$ cat src/hw/rtl/sfp_pkg.sv
// Shared types, constants and codes for the start-of-frame parser with CRC16 check.
package sfp_pkg;

	// Payload limits and the widths that follow from them.
	localparam int MAX_PAYLOAD = 32;
	localparam int ADDR_W      = $clog2(MAX_PAYLOAD);
	localparam int LEN_W       = $clog2(MAX_PAYLOAD + 1);

	// CRC16, reflected polynomial, no final inversion.
	localparam logic [15:0] CRC_INIT = 16'hFFFF;
	localparam logic [15:0] CRC_POLY = 16'hA001;
	localparam int CRC_BITS_PER_STEP = 2;
	localparam int CRC_STEPS         = 8 / CRC_BITS_PER_STEP;
	localparam int CRC_STEP_W        = $clog2(CRC_STEPS);
	localparam logic [CRC_STEP_W-1:0] CRC_STEP_LAST = CRC_STEP_W'(CRC_STEPS - 1);

	// Configuration register indexes.
	localparam logic REG_SOF_FIRST  = 1'b0;
	localparam logic REG_SOF_SECOND = 1'b1;

	// Reset values of the start bytes.
	localparam logic [7:0] SOF_FIRST_RST  = 8'hAA;
	localparam logic [7:0] SOF_SECOND_RST = 8'h55;

	// Result kinds.
	localparam logic [1:0] KIND_DATA    = 2'd0;
	localparam logic [1:0] KIND_LEN_ERR = 2'd1;
	localparam logic [1:0] KIND_CRC_ERR = 2'd2;

	// Frame parsing phase.
	typedef enum logic [3:0] {
		PH_HUNT,
		PH_SOF2,
		PH_TYPE,
		PH_CMD,
		PH_SEQ,
		PH_LEN,
		PH_PAYLOAD,
		PH_CRC_LO,
		PH_CRC_HI
	} phase_t;

	// Sequencer state.
	typedef enum logic [2:0] {
		SQ_IDLE,
		SQ_CRC,
		SQ_READ,
		SQ_LOAD,
		SQ_SEND
	} seq_state_t;

	// Command to the CRC unit.
	typedef struct packed {
		logic       start;
		logic       init;
		logic [7:0] data;
	} crc_cmd_t;

	// Status from the CRC unit.
	typedef struct packed {
		logic busy;
		logic done;
	} crc_sts_t;

	// One result item.
	typedef struct packed {
		logic [1:0]       kind;
		logic [7:0]       frame_type;
		logic [7:0]       command;
		logic [7:0]       sequence_res;
		logic [LEN_W-1:0] payload_length;
		logic [ADDR_W-1:0] payload_position;
		logic [7:0]       payload_byte;
		logic             last;
	} result_t;

endpackage

$ cat src/hw/rtl/sof_frame_parser_crc16.sv
// Top level: frame hunter and parser with CRC16 check and payload replay.
//
//  channel   direction  handshake          payload
//  s_*       in         s_tvalid/s_tready  received byte
//  m_*       out        m_tvalid/m_tready  parse result, one per replayed payload byte, else one per frame
//  cfg_*     in         cfg_we             start byte values
//
// Each accepted byte that enters the CRC is folded in by the shared CRC unit, which
// folds two bits per cycle; input is held off until it is done. Other bytes do not
// wait. A good frame with payload is replayed from the payload RAM through the read,
// load and send states for each result. Input is held off while a result waits.
// Reset is asynchronous and active low; the payload RAM needs no clearing pass.
module sof_frame_parser_crc16 (
	input  logic        clk,
	input  logic        arst_n,
	// rx_byte [7:0]
	input  logic [7:0]  s_tdata,
	input  logic        s_tvalid,
	output logic        s_tready,
	// frame_type [7:0], command [15:8], sequence_res [23:16], payload_length [29:24],
	// payload_position [34:30], payload_byte [42:35], zero fill [47:43]
	output logic [47:0] m_tdata,
	// result_kind [1:0]
	output logic [1:0]  m_tuser,
	output logic        m_tlast,
	output logic        m_tvalid,
	input  logic        m_tready,
	input  logic        cfg_we,
	input  logic        cfg_addr,
	input  logic [7:0]  cfg_wdata
);

	localparam int AW = sfp_pkg::ADDR_W;
	localparam int LW = sfp_pkg::LEN_W;

	sfp_pkg::seq_state_t state_q, state_d;
	sfp_pkg::phase_t     phase_q, phase_d;
	logic [LW-1:0]       cnt_q, cnt_d;
	logic [LW-1:0]       cnt_inc;
	logic [7:0]          type_q, type_d;
	logic [7:0]          cmd_q, cmd_d;
	logic [7:0]          seq_q, seq_d;
	logic [LW-1:0]       len_q, len_d;
	logic [7:0]          crc_lo_q, crc_lo_d;
	logic [LW-1:0]       emit_len_q, emit_len_d;
	logic [AW-1:0]       emit_pos_q, emit_pos_d;
	logic                emit_last;
	logic [7:0]          sof1_q, sof2_q;
	sfp_pkg::result_t    out_q, out_d;
	logic                out_valid_q, out_valid_d;
	logic                in_acc;
	logic                out_acc;
	logic [7:0]          rx;
	logic                ram_we;
	logic [7:0]          ram_rdata;
	sfp_pkg::crc_cmd_t   crc_cmd;
	sfp_pkg::crc_sts_t   crc_sts;
	logic [15:0]         crc_val;

	assign rx       = s_tdata;
	assign s_tready = (state_q == sfp_pkg::SQ_IDLE) && !out_valid_q;
	assign in_acc   = s_tvalid && s_tready;
	assign out_acc  = m_tvalid && m_tready;
	assign cnt_inc  = cnt_q + 1'b1;
	assign emit_last = (({1'b0, emit_pos_q} + 1'b1) == emit_len_q);

	// Shared CRC unit.
	sfp_crc_unit u_crc (
		.clk    (clk),
		.arst_n (arst_n),
		.cmd    (crc_cmd),
		.sts    (crc_sts),
		.crc    (crc_val)
	);

	// Payload store, written while receiving and read back while replaying.
	sfp_ram #(
		.WIDTH (8),
		.DEPTH (sfp_pkg::MAX_PAYLOAD)
	) u_payload (
		.clk   (clk),
		.we    (ram_we),
		.waddr (cnt_q[AW-1:0]),
		.wdata (rx),
		.raddr (emit_pos_q),
		.rdata (ram_rdata)
	);

	// Configuration registers.
	always_ff @(posedge clk or negedge arst_n) begin
		if (!arst_n) begin
			sof1_q <= sfp_pkg::SOF_FIRST_RST;
			sof2_q <= sfp_pkg::SOF_SECOND_RST;
		end else if (cfg_we) begin
			case (cfg_addr)
				sfp_pkg::REG_SOF_FIRST:  sof1_q <= cfg_wdata;
				sfp_pkg::REG_SOF_SECOND: sof2_q <= cfg_wdata;
				default: ;
			endcase
		end
	end

	// Sequencer and frame parser: next state and outputs.
	always_comb begin
		state_d     = state_q;
		phase_d     = phase_q;
		cnt_d       = cnt_q;
		type_d      = type_q;
		cmd_d       = cmd_q;
		seq_d       = seq_q;
		len_d       = len_q;
		crc_lo_d    = crc_lo_q;
		emit_len_d  = emit_len_q;
		emit_pos_d  = emit_pos_q;
		out_d       = out_q;
		out_valid_d = out_valid_q && !out_acc;
		ram_we      = 1'b0;
		crc_cmd     = '{start: 1'b0, init: 1'b0, data: rx};

		case (state_q)
			sfp_pkg::SQ_IDLE: begin
				if (in_acc) begin
					case (phase_q)
						sfp_pkg::PH_HUNT: begin
							if (rx == sof1_q) begin
								crc_cmd.start = 1'b1;
								crc_cmd.init  = 1'b1;
								cnt_d   = '0;
								len_d   = '0;
								cmd_d   = '0;
								seq_d   = '0;
								phase_d = sfp_pkg::PH_SOF2;
								state_d = sfp_pkg::SQ_CRC;
							end
						end
						sfp_pkg::PH_SOF2: begin
							if (rx == sof2_q) begin
								crc_cmd.start = 1'b1;
								phase_d = sfp_pkg::PH_TYPE;
								state_d = sfp_pkg::SQ_CRC;
							end else if (rx == sof1_q) begin
								// Repeated first start byte opens a fresh frame.
								crc_cmd.start = 1'b1;
								crc_cmd.init  = 1'b1;
								cnt_d   = '0;
								len_d   = '0;
								cmd_d   = '0;
								seq_d   = '0;
								phase_d = sfp_pkg::PH_SOF2;
								state_d = sfp_pkg::SQ_CRC;
							end else begin
								phase_d = sfp_pkg::PH_HUNT;
								cnt_d   = '0;
								len_d   = '0;
							end
						end
						sfp_pkg::PH_TYPE: begin
							type_d  = rx;
							crc_cmd.start = 1'b1;
							phase_d = sfp_pkg::PH_CMD;
							state_d = sfp_pkg::SQ_CRC;
						end
						sfp_pkg::PH_CMD: begin
							cmd_d   = rx;
							crc_cmd.start = 1'b1;
							phase_d = sfp_pkg::PH_SEQ;
							state_d = sfp_pkg::SQ_CRC;
						end
						sfp_pkg::PH_SEQ: begin
							seq_d   = rx;
							crc_cmd.start = 1'b1;
							phase_d = sfp_pkg::PH_LEN;
							state_d = sfp_pkg::SQ_CRC;
						end
						sfp_pkg::PH_LEN: begin
							if (rx > 8'(sfp_pkg::MAX_PAYLOAD)) begin
								// Oversized length: report and resume hunting.
								out_d = '{kind: sfp_pkg::KIND_LEN_ERR, frame_type: 8'h00,
									command: cmd_q, sequence_res: seq_q,
									payload_length: '0, payload_position: '0,
									payload_byte: 8'h00, last: 1'b1};
								out_valid_d = 1'b1;
								phase_d = sfp_pkg::PH_HUNT;
								cnt_d   = '0;
								len_d   = '0;
							end else begin
								len_d   = rx[LW-1:0];
								cnt_d   = '0;
								crc_cmd.start = 1'b1;
								phase_d = (rx == 8'h00) ? sfp_pkg::PH_CRC_LO
									: sfp_pkg::PH_PAYLOAD;
								state_d = sfp_pkg::SQ_CRC;
							end
						end
						sfp_pkg::PH_PAYLOAD: begin
							ram_we  = 1'b1;
							crc_cmd.start = 1'b1;
							cnt_d   = cnt_inc;
							if (cnt_inc >= len_q) begin
								phase_d = sfp_pkg::PH_CRC_LO;
							end
							state_d = sfp_pkg::SQ_CRC;
						end
						sfp_pkg::PH_CRC_LO: begin
							crc_lo_d = rx;
							phase_d  = sfp_pkg::PH_CRC_HI;
						end
						sfp_pkg::PH_CRC_HI: begin
							if ({rx, crc_lo_q} == crc_val) begin
								if (len_q == '0) begin
									// Header-only frame.
									out_d = '{kind: sfp_pkg::KIND_DATA, frame_type: type_q,
										command: cmd_q, sequence_res: seq_q,
										payload_length: '0, payload_position: '0,
										payload_byte: 8'h00, last: 1'b1};
									out_valid_d = 1'b1;
								end else begin
									emit_len_d = len_q;
									emit_pos_d = '0;
									state_d    = sfp_pkg::SQ_READ;
								end
							end else begin
								out_d = '{kind: sfp_pkg::KIND_CRC_ERR, frame_type: 8'h00,
									command: cmd_q, sequence_res: seq_q,
									payload_length: '0, payload_position: '0,
									payload_byte: 8'h00, last: 1'b1};
								out_valid_d = 1'b1;
							end
							phase_d = sfp_pkg::PH_HUNT;
							cnt_d   = '0;
							len_d   = '0;
						end
						default: begin
							phase_d = sfp_pkg::PH_HUNT;
							cnt_d   = '0;
							len_d   = '0;
						end
					endcase
				end
			end
			sfp_pkg::SQ_CRC: begin
				if (crc_sts.done) begin
					state_d = sfp_pkg::SQ_IDLE;
				end
			end
			sfp_pkg::SQ_READ: begin
				// The RAM address is the replay position; data arrives next cycle.
				state_d = sfp_pkg::SQ_LOAD;
			end
			sfp_pkg::SQ_LOAD: begin
				out_d = '{kind: sfp_pkg::KIND_DATA, frame_type: type_q,
					command: cmd_q, sequence_res: seq_q,
					payload_length: emit_len_q, payload_position: emit_pos_q,
					payload_byte: ram_rdata, last: emit_last};
				out_valid_d = 1'b1;
				state_d = sfp_pkg::SQ_SEND;
			end
			sfp_pkg::SQ_SEND: begin
				if (out_acc) begin
					if (out_q.last) begin
						state_d = sfp_pkg::SQ_IDLE;
					end else begin
						emit_pos_d = emit_pos_q + 1'b1;
						state_d    = sfp_pkg::SQ_READ;
					end
				end
			end
			default: begin
				state_d = sfp_pkg::SQ_IDLE;
			end
		endcase
	end

	// Control and held header registers.
	always_ff @(posedge clk or negedge arst_n) begin
		if (!arst_n) begin
			state_q     <= sfp_pkg::SQ_IDLE;
			phase_q     <= sfp_pkg::PH_HUNT;
			cnt_q       <= '0;
			type_q      <= '0;
			cmd_q       <= '0;
			seq_q       <= '0;
			len_q       <= '0;
			emit_len_q  <= '0;
			emit_pos_q  <= '0;
			out_valid_q <= 1'b0;
		end else begin
			state_q     <= state_d;
			phase_q     <= phase_d;
			cnt_q       <= cnt_d;
			type_q      <= type_d;
			cmd_q       <= cmd_d;
			seq_q       <= seq_d;
			len_q       <= len_d;
			emit_len_q  <= emit_len_d;
			emit_pos_q  <= emit_pos_d;
			out_valid_q <= out_valid_d;
		end
	end

	// Payload registers: received CRC low byte and the output request.
	always_ff @(posedge clk) begin
		crc_lo_q <= crc_lo_d;
		out_q    <= out_d;
	end

	// Output packing.
	assign m_tvalid = out_valid_q;
	assign m_tuser  = out_q.kind;
	assign m_tlast  = out_q.last;
	assign m_tdata  = {5'b00000, out_q.payload_byte, out_q.payload_position,
		out_q.payload_length, out_q.sequence_res, out_q.command, out_q.frame_type};

endmodule

$ cat src/hw/rtl/sfp_ram.sv
// Generic single-write, single-read RAM with registered read data.
module sfp_ram #(
	parameter int WIDTH = 8,
	parameter int DEPTH = 32
) (
	input  logic                     clk,
	input  logic                     we,
	input  logic [$clog2(DEPTH)-1:0] waddr,
	input  logic [WIDTH-1:0]         wdata,
	input  logic [$clog2(DEPTH)-1:0] raddr,
	output logic [WIDTH-1:0]         rdata
);

	logic [WIDTH-1:0] mem_q [DEPTH];

	// Write port and registered read port.
	always_ff @(posedge clk) begin
		if (we) begin
			mem_q[waddr] <= wdata;
		end
		rdata <= mem_q[raddr];
	end

endmodule

$ cat src/hw/rtl/sfp_crc_unit.sv
// Iterative CRC16 unit: folds one byte into the running CRC a few bits per cycle.
module sfp_crc_unit (
	input  logic              clk,
	input  logic              arst_n,
	input  sfp_pkg::crc_cmd_t cmd,
	output sfp_pkg::crc_sts_t sts,
	output logic [15:0]       crc
);

	logic [15:0]                       crc_q;
	logic [15:0]                       work;
	logic [sfp_pkg::CRC_STEP_W-1:0]    step_q;
	logic                              busy_q;

	// Shift-and-reduce over the bits handled in one cycle.
	always_comb begin
		work = crc_q;
		for (int k = 0; k < sfp_pkg::CRC_BITS_PER_STEP; k++) begin
			if (work[0]) begin
				work = (work >> 1) ^ sfp_pkg::CRC_POLY;
			end else begin
				work = work >> 1;
			end
		end
	end

	// Running CRC and step counter.
	always_ff @(posedge clk or negedge arst_n) begin
		if (!arst_n) begin
			crc_q  <= sfp_pkg::CRC_INIT;
			step_q <= '0;
			busy_q <= 1'b0;
		end else if (cmd.start) begin
			crc_q  <= (cmd.init ? sfp_pkg::CRC_INIT : crc_q) ^ {8'h00, cmd.data};
			step_q <= '0;
			busy_q <= 1'b1;
		end else if (busy_q) begin
			crc_q  <= work;
			step_q <= step_q + 1'b1;
			if (step_q == sfp_pkg::CRC_STEP_LAST) begin
				busy_q <= 1'b0;
			end
		end
	end

	assign sts.busy = busy_q;
	assign sts.done = busy_q && (step_q == sfp_pkg::CRC_STEP_LAST);
	assign crc      = crc_q;

endmodule
$ cat config.mk
export PLATFORM = sky130hd
export DESIGN_NAME = sof_frame_parser_crc16
export DESIGN_NICKNAME = d
export VERILOG_FILES = /design/src/hw/rtl/sfp_pkg.sv /design/src/hw/rtl/sof_frame_parser_crc16.sv /design/src/hw/rtl/sfp_ram.sv /design/src/hw/rtl/sfp_crc_unit.sv
export SDC_FILE = /design/constraint.sdc
export NUM_CORES = 1
export LEC_CHECK = 0
export BUFFER_PORTS_ARGS = -buffer_cell sky130_fd_sc_hd__buf_2
export CAP_MARGIN = 10
export CORE_MARGIN = 4
export CORE_UTILIZATION = 60
export CTS_CLUSTER_DIAMETER = 150
export DETAILED_ROUTE_END_ITERATION = 8
export PLACE_DENSITY = 0.78
export SYNTH_ARGS = -nofsm -noshare
export SYNTH_HDL_FRONTEND = slang
export SYNTH_SLANG_ARGS = --single-unit
$ cat constraint.sdc
create_clock -name clk -period 6.85 [get_ports clk]
set_clock_uncertainty 0.1 [all_clocks]
set_input_delay 1.37 -clock clk [delete_from_list [all_inputs] [get_ports clk]]
set_output_delay 1.37 -clock clk [all_outputs]
set_load 0.01 [all_outputs]
Word-level counts from Yosys, hierarchy flattened
Memories as Yosys holds them, arrays and structs flattened. A register that Yosys moved wholly into a read port is not among the register bits.
Index checks and enable logic that the tools add are counted.
{ "word_totals": {"in_bits": 22, "wordCells": 175, "reg_bits": 144, "memories": 1, "ram_bits": 256} }
{ "mem_list": {"columns": ["name", "words", "width", "read_ports", "rd_ports_with_merged_regs", "write_ports", "line", "text"], "rows": [
  ["u_payload.mem_q", 32, 8, 1, 1, 1, "sfp_ram.sv:14", "logic [WIDTH-1:0] mem_q [DEPTH];"]
]} }
{ "classes": {"eq_ne": 34, "n_bitwise": 7, "order_cmp": 2, "add_sub_neg": 4, "mux": 71, "reduce_logical": 32} }
{ "op_table": {"columns": ["cell", "n"], "rows": [
  ["$mux 46", 4],
  ["$pmux 46 s2", 2],
  ["$mux 16", 5],
  ["$pmux 6 s4", 2],
  ["$pmux 8 s3", 2],
  ["$mux 8", 4],
  ["$pmux 4 s8", 1],
  ["$mux 5", 6],
  ["$pmux 3 s5", 2],
  ["$mux 3", 9],
  ["$reduce_and 5->1", 4],
  ["$mux 6", 3],
  ["$mux 1", 17],
  ["$eq 16x16->1", 1],
  ["$eq 4x3->1 const B", 4],
  ["$eq 8x8->1", 2],
  ["$ne 2x2->1 const B", 8],
  ["$xor 16x8->16", 1],
  ["$mux 2", 7],
  ["$reduce_and 7->1", 2],
  ["$ne 3x3->1 const B", 4],
  ["$reduce_and 4->1", 3],
  ["$pmux 5 s2", 1],
  ["$eq 4x2->1 const B", 2],
  ["34 further kinds", 54]
]} }

Logic depth before layout (Yosys ltp)
{ "depth": {"word_depth": 9, "mapped_depth": 9, "ltp_nobuf": 8} }

By module
A second synthesis with hierarchy kept.
{ "hier_totals": {"cells_unflattened": 976, "area_unflattened_um2": 16859.9} }
{ "by_module_without_submodules": {"columns": ["mod", "n_inst", "cells_each", "area_per_inst_um2", "seq_area_each_um2"], "rows": [
  ["sfp_ram", 1, 417, 10053.4, 7847.5],
  ["sof_frame_parser_crc16", 1, 459, 5723.0, 3408.3],
  ["sfp_crc_unit", 1, 100, 1083.5, 495.5]
]} }

Worst setup path before layout
OpenSTA, ideal clock, no wires.
{ "synth_path": {"path_type": "input-to-reg", "from": "input s_tdata[0]", "to": "register out_q (netlist bit m_tdata[0]) (enable)", "setup_time_ns": 0.465, "slack_ns": 1.854, "path_stages": 6, "t_arrival_ns": 4.431, "path_cell_list": "buf_2 > nor4_1 > and2_1 > nor3_1 > a21oi_1 > a21oi_1"} }
{ "synth_between": {"elab_chain_len": 3} }
{ "synth_rtl": {"columns": ["element", "line", "text"], "rows": [
  ["start, declared", "sof_frame_parser_crc16.sv:17", "input logic [7:0] s_tdata,"],
  ["$gt 8x6->1 / $eq 16x16->1 (equally long branches)", "sof_frame_parser_crc16.sv:176, sof_frame_parser_crc16.sv:209", null],
  ["$ne 3x3->1 (no source line) / $ne 4x4->1 (equally long branches)", null, null],
  ["$reduce_and 5->1 (no source line) *", null, null],
  ["end signal, assigned", "sof_frame_parser_crc16.sv:304", "out_q <= out_d;"],
  ["end, declared", "sof_frame_parser_crc16.sv:49", "sfp_pkg::result_t out_q, out_d;"]
]} }
Every way passes the cells marked *; elsewhere a longest branch is shown, timed or not.
A chain may end at the register's enable or synchronous reset.

Worst setup path in the final report
{ "layout_path": {"from": "input s_tdata[6]", "to": "register out_q (netlist bit m_tdata[40]) (enable)"} }
The elaborated chain is that of the path after synthesis.

==> metrics.md <==
| Metric | Value |
|---|---|
| Post-synthesis compound-gate area fraction | `3.75%` |
| Proportion of synthesized chip area in sequential cells | `68.6%` |
| Setup TNS | `0 ns` |
| RSZ-0062 raised after global routing | `no` |
| FF/Latch Area | `11800 sq um` |
| Power per cell area | `286 nW/um^2` |
| # clock sinks | `408` |
| Row Count | `61` |
| Post-synthesis simple-gate area fraction | `6.65%` |
| Pin count of the biggest net entering global routing | `68` |
| Drt drc | `0` |
| Slew @ Worst Pin | `1.15 ns` |
| Crit Path Max Fanout | `46` |
| Initial antenna violation count | `2` |
| Core Area | `28000 sq um` |
| Clk pwr share | `38.7%` |
| Reg2reg start | `state_q[1]` |
| Netlist cell types | `71` |
| Layout Area Growth over Synthesis | `10.6%` |
| Highest Clock Rate | `0.259 GHz` |
| Synth warnings | `0` |
| Largest family of logic cells by synthesized area | `multiplexers` |
| Placer Congestion | `0.858` |
| ANT nets after route | `0` |
| Share of post-route cells with drive strength above 1 | `27.2%` |
| Hpwl dp | `21100 um` |
| Leak | `6.64 nW` |
| Mux contribution to synthesized area | `15.0%` |
| I/O Pins | `75` |
| Most frequent cell after synthesis | `edfxtp_1` |
| Initial DRC count | `951` |
| Via density | `6.19` |
| Slew headroom | `22.8%` |
| Post-synth top cells | `edfxtp_1, mux4_2, nor2_1` |
| Hold Path Depth | `0` |
| CTS tree | `built` |
| Gate power share | `7.5%` |
| Layout fillers | `1828` |
| Critical path data required time | `6.97 ns` |
| HP Class | `flop to flop` |
| Post-synth ARST share | `22.1%` |
| First-pass GRT wire length | `54900 um` |
| H-tree lvl count | `2` |
| Die ar. | `31300 sq um` |
| Wire per inst | `24.1 um` |
| Max Slew Vio Count | `0` |
| Status | `completed` |
| Vias in the first global route | `9099` |
| Final worst-path setup slack | `2.99 ns` |
| Max Cap Violations | `0` |
| Flop pwr share | `53.8%` |
| Critical R2R Capture | `u_payload.mem_q[24][6]` |
| Main synth FF type | `edfxtp_1` |
| Hold slack | `0.344 ns` |
| Hold-critical path endpoint | `m_tdata[11]` |
| Via count | `9107` |
| Net Sw Power | `0.00122 W` |
| Multi-input logic area | `4970 sq um` |
| Synth Area in XOR/XNOR | `2.50%` |
| Final period util | `56.3%` |
| Clk buf depth | `3` |
| Starting Density | `61.2%` |
| Sw frac | `22.5%` |
| Top reg by flops | `u_payload.mem_q` |
| Dpl cell area | `17700 sq um` |
| Die width | `177 um` |
| Final setup viols | `0` |
| Adder-Cell Fraction of Synth Area | `0.949%` |
| Total track usage | `23.3%` |
| CP startpoint kind | `primary input` |
| Vert. Die Dim | `177 um` |
| Max reg flops | `256` |
| Final-report hold violation count | `0` |
| Syn Inst Count | `996` |
| Synth Register Bits | `408` |
| Final wirelength | `35400 um` |
| Final nets | `1100` |
| Root Driver | `clkbuf_16` |
| Post-cts sizing count | `0` |
| Setup CP Type | `primary input to flop` |
| Hold-fix buffers, CTS | `0` |
| Post-synth EDFFs | `310` |
| Clock latency at the later pin of the worst-skew pair | `0.53 ns` |
| Crit path DAT | `3.98 ns` |
| Main area contributors after synthesis | `edfxtp_1, mux4_2, dfrtp_1` |
| Final worst path period need | `3.86 ns` |
| R2r setup slk | `3.29 ns` |
| Crit end category | `flop` |
| Synthesized cell area | `17100 sq um` |
| P_int | `0.00420 W` |
| Mean Syn Cell Area | `17.2 sq um` |
| Port bufs | `69` |
| Post-CTS Setup Inserts | `0` |
| TritonCTS buffer count | `40` |
| Synth top area share | `54.3%` |
| Pre-CTS setup slack | `2.47 ns` |
| Core Util, Final | `67.7%` |
| Finished Cell Area | `19000 sq um` |
| Ant diodes | `0` |
| Grt total ovfl | `0` |
| DR pass1 iterations | `6` |
| VDD IR max | `0.176 mV` |
| Clock transition at path regs | `0.06 ns` |
| Min-Delay Startpoint | `cmd_q[3]` |
| Yosys top cell by area | `edfxtp_1` |
| Reg2reg path depth | `6` |
## cell type report
cell class	instances	share of cell area (%)
Sequential cell	408	62.0
Multi-Input combinational cell	512	26.2
Clock buffer	56	5.87
Tap cell	378	2.49
Timing Repair Buffer	78	2.19
Clock inverter	14	0.713
Inverter	25	0.495
## power by group through the flow
stage                     Sequential, W  Clock [W]  Combinational (W)
after global placement          0.00296          0           0.000392
after floorplan                 0.00291          0           0.000338
after global routing            0.00293    0.00223           0.000454
final                           0.00291    0.00209           0.000408
after detailed placement        0.00296          0           0.000406
after CTS                       0.00291    0.00213           0.000409
## kinds of logic after synthesis
kind of cell    after synthesis
compound gates               90
xor+xnor                     49
fa+ha+maj                    13
buf+inv                      80
flops                       408
mux                         148
other cells                   1
simple gates                207
## layout by cell type (no fill, tap or decap), drive strengths merged, types with 17 or more instances in the layout
cell / instances
inv: 25
mux2: 40
dfstp: 24
and2: 19
xnor2: 33
nand3: 17
mux2i: 28
buf: 78
clkbuf: 56
dfrtp: 66
mux4: 80
edfxtp: 310
nor2: 67
nand2: 34
## how the worst max path moves through the flow
stage	endpoint	slack (ns)	start	depth (start not counted)
2_1_floorplan	m_tdata[0]	1.85	s_tdata[0]	6
3_3_place_gp	m_tdata[35]	2.58	s_tdata[6]	9
3_5_place_dp	m_tdata[35]	2.47	s_tdata[6]	9
4_1_cts	m_tdata[41]	3.02	s_tdata[6]	9
5_1_grt	m_tdata[30]	2.75	s_tdata[6]	9
6_report	m_tdata[40]	2.99	s_tdata[6]	9
## routing by layer
metal,up-vias,GRT usage [%],wire length (um)
met4,2,5.71,763
met3,57,4.14,2600
met5,-,0,13
met2,384,37.0,17400
met1,4678,34.3,14600
li1,3986,-,-
## through the flow
step           cells  power (W)
3_3_place_gp    1401    0.00335
3_5_place_dp    1401    0.00336
4_1_cts         1471    0.00545
2_1_floorplan   1000    0.00325
6_report        1471    0.00542
5_1_grt         1471    0.00561
## critical path: stages
cell      delay [ns]
buf_2           0.45
buf_4           0.35
xnor2_1         0.15
nand4_1         0.11
nor4_2          0.59
nand2b_1        0.18
a21oi_1         0.36
a21oi_4         0.09
buf_4           0.30
Note: power is estimated with default switching activity, not from simulation.
